<file path="src/rtl/core/gif_lzw_decoder_assert.svh">
// Assertion macros for the GIF LZW decoder; they sample on clock and
// are disabled while reset is high.
`ifndef GIF_LZW_DECODER_ASSERT_SVH
`define GIF_LZW_DECODER_ASSERT_SVH

// Same-cycle implication.
`define GLD_ASSERT_IMP(lbl, ante, cons) \
   lbl: assert property (@(posedge clock) disable iff (reset) (ante) |-> (cons)) \
      else $error("gif_lzw assertion failed");

// Next-cycle implication.
`define GLD_ASSERT_NXT(lbl, ante, cons) \
   lbl: assert property (@(posedge clock) disable iff (reset) (ante) |=> (cons)) \
      else $error("gif_lzw assertion failed");

`endif

</file>
<file path="src/rtl/core/gif_lzw_pkg.sv">
`default_nettype none
package gif_lzw_pkg;

   localparam int CODE_W = 12;
   localparam int NF_W   = 13;
   localparam int CW_W   = 4;
   localparam int BUF_W  = 24;
   localparam int CNT_W  = 5;
   localparam int SIZE_W = 4;

   localparam logic [1:0] FN_PUSH    = 2'd0;
   localparam logic [1:0] FN_FETCH   = 2'd1;
   localparam logic [1:0] FN_RESTART = 2'd2;

   typedef enum logic [2:0] {
      ST_PIXEL     = 3'd0,
      ST_ACCEPTED  = 3'd1,
      ST_REFUSED   = 3'd2,
      ST_NEED      = 3'd3,
      ST_END       = 3'd4,
      ST_ERROR     = 3'd5,
      ST_RESTARTED = 3'd6
   } status_type;

   typedef enum logic [2:0] {
      RD_NONE   = 3'd0,
      RD_CODE   = 3'd1,
      RD_PREV   = 3'd2,
      RD_WALK   = 3'd3,
      RD_PARENT = 3'd4
   } rd_sel_type;

   typedef struct packed {
      logic [11:0] parent;
      logic [11:0] len;
      logic [7:0]  first_ch;
      logic [7:0]  last_ch;
   } entry_type;

   typedef struct packed {
      logic       push;
      logic       restart;
      logic       sweep_wr;
      logic       clear_sp;
      logic       pop;
      logic       take_code;
      logic       set_ended;
      logic       do_clear;
      logic       set_failed;
      logic       clr_after;
      logic       set_prev;
      logic       set_ch;
      logic       set_kwk;
      logic       kwk_val;
      logic       add_wr;
      logic       walk_code;
      logic       push_char;
      rd_sel_type rd_sel;
      logic       res_ld;
      logic       res_pix;
      status_type res_status;
   } cmd_type;

   typedef struct packed {
      logic failed;
      logic sp_nz;
      logic ended;
      logic no_code;
      logic buf_full;
      logic size_ok;
      logic is_end;
      logic is_clear;
      logic after_clear;
      logic code_ge_nf;
      logic prev_ge_nf;
      logic tbl_full;
      logic len_le1;
      logic sp_full;
      logic sweep_last;
   } sts_type;

   function automatic logic [11:0] last_code_of_width(input logic [3:0] cw);
      logic [11:0] r;
      case (cw)
         4'd3:    r = 12'd7;
         4'd4:    r = 12'd15;
         4'd5:    r = 12'd31;
         4'd6:    r = 12'd63;
         4'd7:    r = 12'd127;
         4'd8:    r = 12'd255;
         4'd9:    r = 12'd511;
         4'd10:   r = 12'd1023;
         4'd11:   r = 12'd2047;
         4'd12:   r = 12'd4095;
         default: r = 12'd0;
      endcase
      return r;
   endfunction

endpackage
`default_nettype wire

</file>
<file path="src/rtl/core/gif_lzw_ctrl.sv">
`default_nettype none
`include "gif_lzw_decoder_assert.svh"
module gif_lzw_ctrl (
   input  wire logic                  clock,
   input  wire logic                  reset,
   input  wire logic                  req_valid,
   input  wire logic [1:0]            req_func,
   input  wire logic                  out_free,
   input  wire gif_lzw_pkg::sts_type  sts,
   output logic                       req_ready,
   output gif_lzw_pkg::cmd_type       cmd,
   output logic                       emit
);
   typedef enum logic [9:0] {
      S_SWEEP  = 10'b00_0000_0001,
      S_IDLE   = 10'b00_0000_0010,
      S_FETCH  = 10'b00_0000_0100,
      S_POP    = 10'b00_0000_1000,
      S_DECODE = 10'b00_0001_0000,
      S_RDCODE = 10'b00_0010_0000,
      S_ADD    = 10'b00_0100_0000,
      S_WSTART = 10'b00_1000_0000,
      S_WALK   = 10'b01_0000_0000,
      S_EMIT   = 10'b10_0000_0000
   } state_type;

   state_type state_ff, state_in;
   logic      reply_ff, reply_in;

   always_comb begin
      state_in  = state_ff;
      reply_in  = reply_ff;
      cmd       = '0;
      req_ready = 1'b0;
      emit      = 1'b0;
      unique case (state_ff)
         S_SWEEP: begin
            cmd.sweep_wr = 1'b1;
            if (sts.sweep_last) begin
               if (reply_ff) begin
                  cmd.res_ld     = 1'b1;
                  cmd.res_status = gif_lzw_pkg::ST_RESTARTED;
                  state_in       = S_EMIT;
               end else begin
                  state_in = S_IDLE;
               end
            end
         end
         S_IDLE: begin
            req_ready = 1'b1;
            if (req_valid) begin
               case (req_func)
                  gif_lzw_pkg::FN_PUSH: begin
                     cmd.push       = 1'b1;
                     cmd.res_ld     = 1'b1;
                     cmd.res_status = sts.buf_full ? gif_lzw_pkg::ST_REFUSED
                                                   : gif_lzw_pkg::ST_ACCEPTED;
                     state_in       = S_EMIT;
                  end
                  gif_lzw_pkg::FN_FETCH: state_in = S_FETCH;
                  gif_lzw_pkg::FN_RESTART: begin
                     cmd.restart = 1'b1;
                     if (sts.size_ok) begin
                        reply_in = 1'b1;
                        state_in = S_SWEEP;
                     end else begin
                        cmd.res_ld     = 1'b1;
                        cmd.res_status = gif_lzw_pkg::ST_RESTARTED;
                        state_in       = S_EMIT;
                     end
                  end
                  default: begin
                     cmd.res_ld     = 1'b1;
                     cmd.res_status = gif_lzw_pkg::ST_ERROR;
                     state_in       = S_EMIT;
                  end
               endcase
            end
         end
         S_FETCH: begin
            if (sts.failed) begin
               cmd.clear_sp   = 1'b1;
               cmd.res_ld     = 1'b1;
               cmd.res_status = gif_lzw_pkg::ST_ERROR;
               state_in       = S_EMIT;
            end else if (sts.sp_nz) begin
               cmd.pop  = 1'b1;
               state_in = S_POP;
            end else if (sts.ended) begin
               cmd.res_ld     = 1'b1;
               cmd.res_status = gif_lzw_pkg::ST_END;
               state_in       = S_EMIT;
            end else if (sts.no_code) begin
               cmd.res_ld     = 1'b1;
               cmd.res_status = gif_lzw_pkg::ST_NEED;
               state_in       = S_EMIT;
            end else begin
               cmd.take_code = 1'b1;
               state_in      = S_DECODE;
            end
         end
         S_POP: begin
            cmd.res_ld     = 1'b1;
            cmd.res_pix    = 1'b1;
            cmd.res_status = gif_lzw_pkg::ST_PIXEL;
            state_in       = S_EMIT;
         end
         S_DECODE: begin
            state_in = S_FETCH;
            if (sts.is_end) begin
               cmd.set_ended = 1'b1;
            end else if (sts.is_clear) begin
               cmd.do_clear = 1'b1;
            end else if (sts.after_clear) begin
               cmd.clr_after = 1'b1;
               if (sts.code_ge_nf) begin
                  cmd.set_failed = 1'b1;
               end else begin
                  cmd.walk_code = 1'b1;
                  cmd.set_prev  = 1'b1;
                  state_in      = S_WSTART;
               end
            end else if (!sts.code_ge_nf) begin
               cmd.rd_sel  = gif_lzw_pkg::RD_CODE;
               cmd.set_kwk = 1'b1;
               state_in    = S_RDCODE;
            end else if (sts.prev_ge_nf) begin
               cmd.set_failed = 1'b1;
            end else if (sts.tbl_full) begin
               cmd.set_prev = 1'b1;
            end else begin
               cmd.rd_sel  = gif_lzw_pkg::RD_PREV;
               cmd.set_kwk = 1'b1;
               cmd.kwk_val = 1'b1;
               state_in    = S_ADD;
            end
         end
         S_RDCODE: begin
            cmd.set_ch = 1'b1;
            if (sts.tbl_full) begin
               cmd.walk_code = 1'b1;
               cmd.set_prev  = 1'b1;
               state_in      = S_WSTART;
            end else if (sts.prev_ge_nf) begin
               cmd.set_failed = 1'b1;
               state_in       = S_FETCH;
            end else begin
               cmd.rd_sel = gif_lzw_pkg::RD_PREV;
               state_in   = S_ADD;
            end
         end
         S_ADD: begin
            cmd.add_wr   = 1'b1;
            cmd.set_prev = 1'b1;
            state_in     = S_WSTART;
         end
         S_WSTART: begin
            cmd.rd_sel = gif_lzw_pkg::RD_WALK;
            state_in   = S_WALK;
         end
         S_WALK: begin
            if (sts.sp_full) begin
               state_in = S_FETCH;
            end else begin
               cmd.push_char = 1'b1;
               if (sts.len_le1) state_in = S_FETCH;
               else cmd.rd_sel = gif_lzw_pkg::RD_PARENT;
            end
         end
         S_EMIT: begin
            if (out_free) begin
               emit     = 1'b1;
               state_in = S_IDLE;
            end
         end
         default: state_in = S_IDLE;
      endcase
   end

   always_ff @(posedge clock) begin
      if (reset) begin
         state_ff <= S_SWEEP;
         reply_ff <= 1'b0;
      end else begin
         state_ff <= state_in;
         reply_ff <= reply_in;
      end
   end

   `GLD_ASSERT_NXT(a_accept_leaves_idle, req_valid && req_ready, state_ff != S_IDLE)
   `GLD_ASSERT_IMP(a_no_push_when_full, cmd.push_char, !sts.sp_full)
   `GLD_ASSERT_IMP(a_add_has_room, cmd.add_wr, !sts.tbl_full && !sts.prev_ge_nf)
   `GLD_ASSERT_NXT(a_pop_then_pixel, cmd.pop, state_ff == S_POP)
endmodule
`default_nettype wire
</file>
<file path="config.mk">
export PLATFORM = sky130hd
export DESIGN_NAME = gif_lzw_ctrl
export DESIGN_NICKNAME = d
export VERILOG_FILES = /design/src/rtl/core/gif_lzw_pkg.sv /design/src/rtl/core/gif_lzw_ctrl.sv
export VERILOG_INCLUDE_DIRS = /design/src /design/src/rtl/core
export SDC_FILE = /design/constraint.sdc
export NUM_CORES = 1
export LEC_CHECK = 0
export ABC_AREA = 0
export BUFFER_PORTS_ARGS = -buffer_cell sky130_fd_sc_hd__buf_2
export CAP_MARGIN = 20
export CORE_MARGIN = 2
export CORE_UTILIZATION = 42
export DETAILED_ROUTE_END_ITERATION = 6
export HOLD_SLACK_MARGIN = 0.06
export PLACE_DENSITY = 0.76
export SLEW_MARGIN = 5
export SYNTH_ARGS = -nofsm -noshare
export SYNTH_HDL_FRONTEND = slang
export SYNTH_SLANG_ARGS = --single-unit
</file>
<file path="constraint.sdc">
create_clock -name clock -period 2.31 [get_ports clock]
set_input_delay 0.1155 -clock clock [delete_from_list [all_inputs] [get_ports clock]]
set_output_delay 0.1155 -clock clock [all_outputs]
set_load 0.005 [all_outputs]
</file>
==> results of run 1 <==
## cell families (layout without fill, tap and decap cells)
kind of cell / Yosys count / in the layout
AOI/OAI and AO/OA: 39 / 39
buffers and inverters: 18 / 67
DFF: 11 / 11
and+or+nand+nor: 77 / 77
## power groups by stage
stage	clock network, W	registers, W	logic, W
CTS	0.000136	0.000210	0.000137
floorplan	0	0.000211	0.0000849
global placement	0	0.000213	0.000132
global route	0.000144	0.000213	0.000165
detailed placement	0	0.000215	0.000135
finish	0.000135	0.000211	0.000149
## final cells by class
class / count / area, um2 / area share, %
multi-input cells: 116 / 760.7 / 56.14
repair buffers: 51 / 265.3 / 19.58
flip-flops and latches: 11 / 222.7 / 16.44
well taps: 28 / 35.03 / 2.585
inverters: 12 / 45.04 / 3.324
clock buffers: 4 / 26.28 / 1.939
## final timing paths
check / endpoint
hold / removal: state_ff[0]$_SDFFE_PP1P_
hold reg to reg: reply_ff$_SDFFE_PP0P_
setup / recovery: cmd[19]
setup reg to reg: state_ff[4]$_SDFFE_PP0P_
## stage by stage
step	cells	area [um2]
finish	222	1355
global route	222	1355
CTS	220	1311
detailed placement	216	1275
global placement	216	1275
floorplan	145	1021
## timing repair
item,CTS,global route
pin swaps,0,4
resized for setup,2,6
setup endpoints to repair,2,5
gates cloned,0,0
setup buffers,0,2
endpoints found under the hold margin,0,0
## cells in the final DEF (no fill, tap or decap), types with 3 or more instances in the layout
| cell | count |
|---|---|
| a21oi_1 | 12 |
| and3_1 | 3 |
| buf_2 | 47 |
| buf_4 | 4 |
| clkbuf_4 | 3 |
| dfxtp_1 | 9 |
| inv_1 | 12 |
| nand2_1 | 9 |
| nand2b_1 | 5 |
| nor2_1 | 17 |
| nor2b_1 | 3 |
| nor3_1 | 6 |
| nor3b_1 | 5 |
| nor4_1 | 6 |
| nor4b_1 | 5 |
| o21ai_0 | 8 |
## sequential cells by signal (all words and copies together), names as in the netlist
signal and flops:
state_ff 10, reply_ff 1
## layer usage
layer / vias up / part of all wire (%)
li1: 648 / -
met1: 589 / 45
met2: 46 / 48
met3: 6 / 5.7
met4: 0 / 1.3
met5: - / 0
## critical path: cells and delay by family (launching register included)
kind          cells  cell delay (ps)
buf+inv           1              150
flops             1              380
simple gates      4             1270
==> summary.txt, run 1 <==
Power
  – Switch share: 33.30%
  – P_int: 0.0003307 W
  – Switch Pwr: 0.0001651 W
  – VDD IR-drop max: 0.0002996 V
  – Clk pwr share: 27.3%
  – Logic pwr share: 30.1%
  – Leakage power: 0.6276 nW
  – Register share of total power: 42.6%
  – Total power: 0.0004958 W
  – P per Cell Area: 365.9 mW/mm2

Floorplan
  – Core box area: 0.002255 mm2
  – IO Count: 48
  – Die footprint: 0.002841 mm2
  – Die H: 53.31 um
  – Die W: 53.31 um
  – Starting Density: 45.28%
  – Rows: 17

Setup path
  – Worst R2R Start: state_ff[1]$_SDFFE_PP0P_
  – Critical Path End Type: output port
  – WS Path Type: register to output port
  – Worst path arrival time: 2070 ps
  – Critical path's slowest cell: or4_4
  – Highest fanout seen on the critical path: 9
  – Reg2Reg Setup Slack: 470 ps
  – Slowest stage delay, CP: 560 ps
  – CP Launch Type: register
  – Crit-path cells: nor4_4 > nand2_1 > or4_4 > nor4b_4 > buf_2
  – Worst Reg2Reg Path Length in Cells: 5
  – CP Data Required Time: 2190 ps
  – Crit path from: state_ff[1]$_SDFFE_PP0P_

Detailed routing
  – Post-DR vias/cell: 5.806
  – DRT iter0 DRCs: 51
  – Routed WL: 3040 um
  – Routed Antenna Nets: 0
  – Wire length per cell: 13.69 um
  – Post-route DRC: 0
  – Drt pass-1 iters: 4
  – Vias: 1289

Timing
  – Fin Clk Skew: 0.6316 ps
  – Setup TNS: 0 ps
  – Worst setup margin: 128.9 ps
  – Endpoints failing hold: 0
  – Worst rel slew slack: 70.01%
  – Final period utilization: 94.42%
  – Tmin final: 2181 ps
  – Max Freq: 458.5 MHz
  – RSZ-0062 raised after global routing: no
  – Max Slew Vio Count: 0
  – Worst Tran Pin Value: 445.7 ps
  – Endpoints failing setup: 0
  – Hold_ws: 114.9 ps

GRT
  – Initial antenna violation count: 0
  – Largest net degree at the start of global routing: 12
  – GR Util met1: 30.68%
  – Gr usage total: 21.69%
  – Grt total ovfl: 0
  – Met2 GRT Util: 33.95%
  – Global-route wire length before repair: 4643 um
  – Met3 Usage GRT: 2.542%
  – Vias in the first global route: 1064
  – GR peak layer: met2

Clock network
  – Clk slew on worst S/H paths: 80 ps
  – Hold_buf cts: 0
  – CTS tree: yes
  – Clock H-tree levels: 1
  – Root buffer cell: clkbuf_4
  – Clock sink count: 11
  – Worst skew pair latency: 260 ps
  – Cts bufs inserted: 3
  – Max clock buf depth: 2

Hold path
  – Hold path depth: 2
  – Worst hold path startpoint: sts[9]
  – Worst min path class: input pin to register

Synthesis
  – Number of synthesized flops with an enable pin: 0
  – Leading area contributor after synthesis: dfxtp_1
  – Count of cell types in the netlist: 43
  – Top cells by count, synth: nor2_1, a21oi_1, inv_1, dfxtp_1, nand2_1
  – Avg Cell Area, Syn: 7.041 um2
  – Largest family of logic cells by synthesized area: simple AND/OR/NAND/NOR gates
  – Count leader, synth: nor2_1
  – Top cell type's share of synthesized area: 21.57%
  – Synth area leaders: dfxtp_1, nor2_1, a21oi_1
  – Compound-Gate Fraction of Synth Area: 24.88%
  – Post-synthesis register bit count: 11
  – Post-synthesis sequential area ratio: 21.57%
  – XOR/XNOR share of the synthesized area: 0%
  – Adder-cell share of the synthesized area: 0%
  – Synthesized Nets: 166
  – Post-Syn Area: 0.001021 mm2
  – Main synth FF type: dfxtp_1
  – Yosys warns: 0
  – Mux contribution to synthesized area: 0%
  – Synth Area in Simple Gates: 46.08%
  – Cells after Synth: 145
  – Asr flop ratio synth: 0%

Placement
  – Port Buffer Count: 47
  – HPWL Detailed: 2368 um
  – Pre-CTS WS: 176.9 ps
  – Placer congestion estimate: 0.8753

Run status
  – Status: completed

Cells and area
  – Area Growth Syn to Fin: 32.72%
  – Layout net count: 216
  – Share of cells above drive strength 1: 34.54%
  – N_diodes: 0
  – FILL cells: 230
  – Final core occ: 60.10%

Job
  – Max cap viols: 0
No activity file was read; power rests on OpenSTA's default activity.
==> inputs of run 2 (changes only) <==
--- a/config.mk
+++ b/config.mk
@@ -6,14 +6,15 @@
 export SDC_FILE = /design/constraint.sdc
 export NUM_CORES = 1
 export LEC_CHECK = 0
-export ABC_AREA = 0
+export ABC_AREA = 1
 export BUFFER_PORTS_ARGS = -buffer_cell sky130_fd_sc_hd__buf_2
 export CAP_MARGIN = 20
+export CORE_ASPECT_RATIO = 2
 export CORE_MARGIN = 2
 export CORE_UTILIZATION = 42
 export DETAILED_ROUTE_END_ITERATION = 6
 export HOLD_SLACK_MARGIN = 0.06
-export PLACE_DENSITY = 0.76
+export PLACE_DENSITY = 0.75
 export SLEW_MARGIN = 5
 export SYNTH_ARGS = -nofsm -noshare
 export SYNTH_HDL_FRONTEND = slang
==> summary.txt, run 2 <==
Detailed routing
  – Post-DR vias/cell: 4.769
  – Vias: 1278
  – DRT iter0 DRCs: 13
  – Drt pass-1 iters: 4
  – Wire length per cell: 10.07 um
  – Routed WL: 2700 um
  – Routed Antenna Nets: 0
  – Post-route DRC: 0

Placement
  – Port Buffer Count: 47
  – DP Area: 0.001368 mm2
  – Placer congestion estimate: 0.7860
  – HPWL Detailed: 2353 um

Clock network
  – Root buffer cell: clkbuf_8
  – Post_cts resized: 0
  – Post-CTS Setup Bufs: 0
  – Hold_buf cts: 0
  – Clock H-tree levels: 1
  – Worst skew pair latency: 240 ps
  – Max clock buf depth: 2
  – CTS tree: yes
  – Clock sink count: 11
  – Cts bufs inserted: 3
  – Clk slew on worst S/H paths: 50 ps

Synthesis
  – XOR/XNOR share of the synthesized area: 0%
  – Compound-Gate Fraction of Synth Area: 8.864%
  – Count of cell types in the netlist: 23
  – Post-synthesis sequential area ratio: 20.00%
  – Leading area contributor after synthesis: dfxtp_1
  – Top cell type's share of synthesized area: 20.00%
  – Post-Syn Area: 0.001101 mm2
  – Synth area leaders: dfxtp_1, inv_1, nand2_1
  – Synthesized Nets: 211
  – Synth Area in Simple Gates: 55.80%
  – Cells after Synth: 190
  – Number of synthesized flops with an enable pin: 0
  – Avg Cell Area, Syn: 5.795 um2
  – Top cells by count, synth: inv_1, nand2_1, nor2_1, nand3_1, dfxtp_1
  – Post-synthesis register bit count: 11
  – Largest family of logic cells by synthesized area: simple AND/OR/NAND/NOR gates
  – Asr flop ratio synth: 0%
  – Main synth FF type: dfxtp_1
  – Yosys warns: 0
  – Adder-cell share of the synthesized area: 0%
  – Count leader, synth: inv_1
  – Mux contribution to synthesized area: 0%

Cells and area
  – Biggest register: state_ff
  – Area Growth Syn to Fin: 28.30%
  – Most frequent cells in the layout: buf_2, inv_1, nand2_1, nor2_1, nand3_1
  – Most common cell after layout, fill and taps aside: buf_2
  – Fin area: 0.001413 mm2
  – Share of cells above drive strength 1: 32.08%
  – Registers with the most flip-flops: state_ff: 10 flops, reply_ff: 1 flops
  – Max FFs per register: 10
  – N_diodes: 0
  – Final core occ: 55.67%
  – Layout net count: 262

Setup path
  – CP Data Required Time: 2190 ps
  – Critical Path End Type: output port
  – CP Launch Type: register
  – Highest fanout seen on the critical path: 5
  – Worst path arrival time: 1650 ps
  – WS Path Type: register to output port

Power
  – Register share of total power: 37.6%
  – Switch share: 31.26%
  – Switch Pwr: 0.0001678 W
  – Logic pwr share: 26.1%
  – Total power: 0.0005369 W
  – Clk pwr share: 36.2%
  – Leakage power: 0.8721 nW
  – P_int: 0.0003691 W
  – VDD IR-drop max: 0.0002757 V
  – P per Cell Area: 380.1 mW/mm2

Floorplan
  – Starting Density: 43.39%
  – Die footprint: 0.003072 mm2
  – Rows: 26
  – IO Count: 48
  – Die H: 76.41 um
  – Core box area: 0.002537 mm2
  – Die W: 40.21 um

GRT
  – Largest net degree at the start of global routing: 11
  – Global-route wire length before repair: 4498 um
  – Initial antenna violation count: 0
  – Grt total ovfl: 0
  – Vias in the first global route: 1165
  – Gr usage total: 20.12%

Timing
  – Final period utilization: 76.54%
  – Tmin final: 1768 ps
  – Worst Tran Pin Value: 243.9 ps
  – Max Freq: 565.6 MHz
  – Endpoints failing setup: 0
  – RSZ-0062 raised after global routing: no
  – Worst rel slew slack: 83.65%
  – Setup TNS: 0 ps
  – Endpoints failing hold: 0
  – Max Slew Vio Count: 0
  – Fin Clk Skew: 1.180 ps

Run status
  – Status: completed

Job
  – Max cap viols: 0

Hold path
  – Worst min path class: input pin to register
[run 2: cell count changes after synthesis, sizes merged, moves of 8 or more]
cell,before,now
inv,12,44
nand2,9,42
nand3,2,14
nor2,17,47
nor4,9,1
[run 2: critical path, stage by stage, from the launching register on]
cell	delay (ps)
dfxtp_1	340
nor2_4	170
nand2_2	120
nor2_1	110
nand2_1	130
inv_2	80
nand2_1	110
nor2_1	130
a21oi_1	50
nand2_1	60
buf_2	100
[run 2: cells by family after synthesis]
kind of cell,Yosys count
AOI/OAI and AO/OA,18
DFF,11
buffers and inverters,45
and+or+nand+nor,116
[run 2: final cells by class]
| class | count | area, um2 |
|---|---|---|
| Sequential cell | 11 | 220.2 |
| Inverter | 44 | 165.2 |
| Timing Repair Buffer | 47 | 235.2 |
| Multi-Input combinational cell | 134 | 711.9 |
| Tap cell | 28 | 35.03 |
| Fill cell | 264 | 1125 |
| Clock buffer | 4 | 45.04 |
[run 2: final timing paths]
kind	startpoint	end	cells after the start	slack, ps
worst max register to register	state_ff[4]$_SDFFE_PP0P_	state_ff[1]$_SDFFE_PP0P_	10	920
worst max-delay path	state_ff[4]$_SDFFE_PP0P_	cmd[1]	10	540
worst min register to register	reply_ff$_SDFFE_PP0P_	reply_ff$_SDFFE_PP0P_	2	480
worst min-delay path	sts[11]	state_ff[4]$_SDFFE_PP0P_	2	90
[run 2: layer usage]
layer  global-route usage (%)  up-vias  share of wire, %
met1                    19.57      554                36
li1                         -      680                 -
met3                   0.8746        5               4.6
met4                    11.67        0               2.8
met2                    36.77       39                56
met5                        0        -                 0
[run 2: power groups by stage]
stage,logic [W],registers [W],clock network (W)
2_1_floorplan,0.0000938,0.000205,0
3_3_place_gp,0.000140,0.000206,0
3_5_place_dp,0.000141,0.000206,0
4_1_cts,0.000142,0.000202,0.000199
5_1_grt,0.000161,0.000202,0.000205
6_report,0.000140,0.000202,0.000195
[run 2: stage by stage]
stage,instances,hold WS [ps],setup slack [ps]
2_1_floorplan,190,186.5,998.2
3_3_place_gp,264,340.1,814.0
3_5_place_dp,264,338.3,792.3
4_1_cts,268,89.28,526.2
5_1_grt,268,99.56,330.6
6_report,268,87.93,542.0
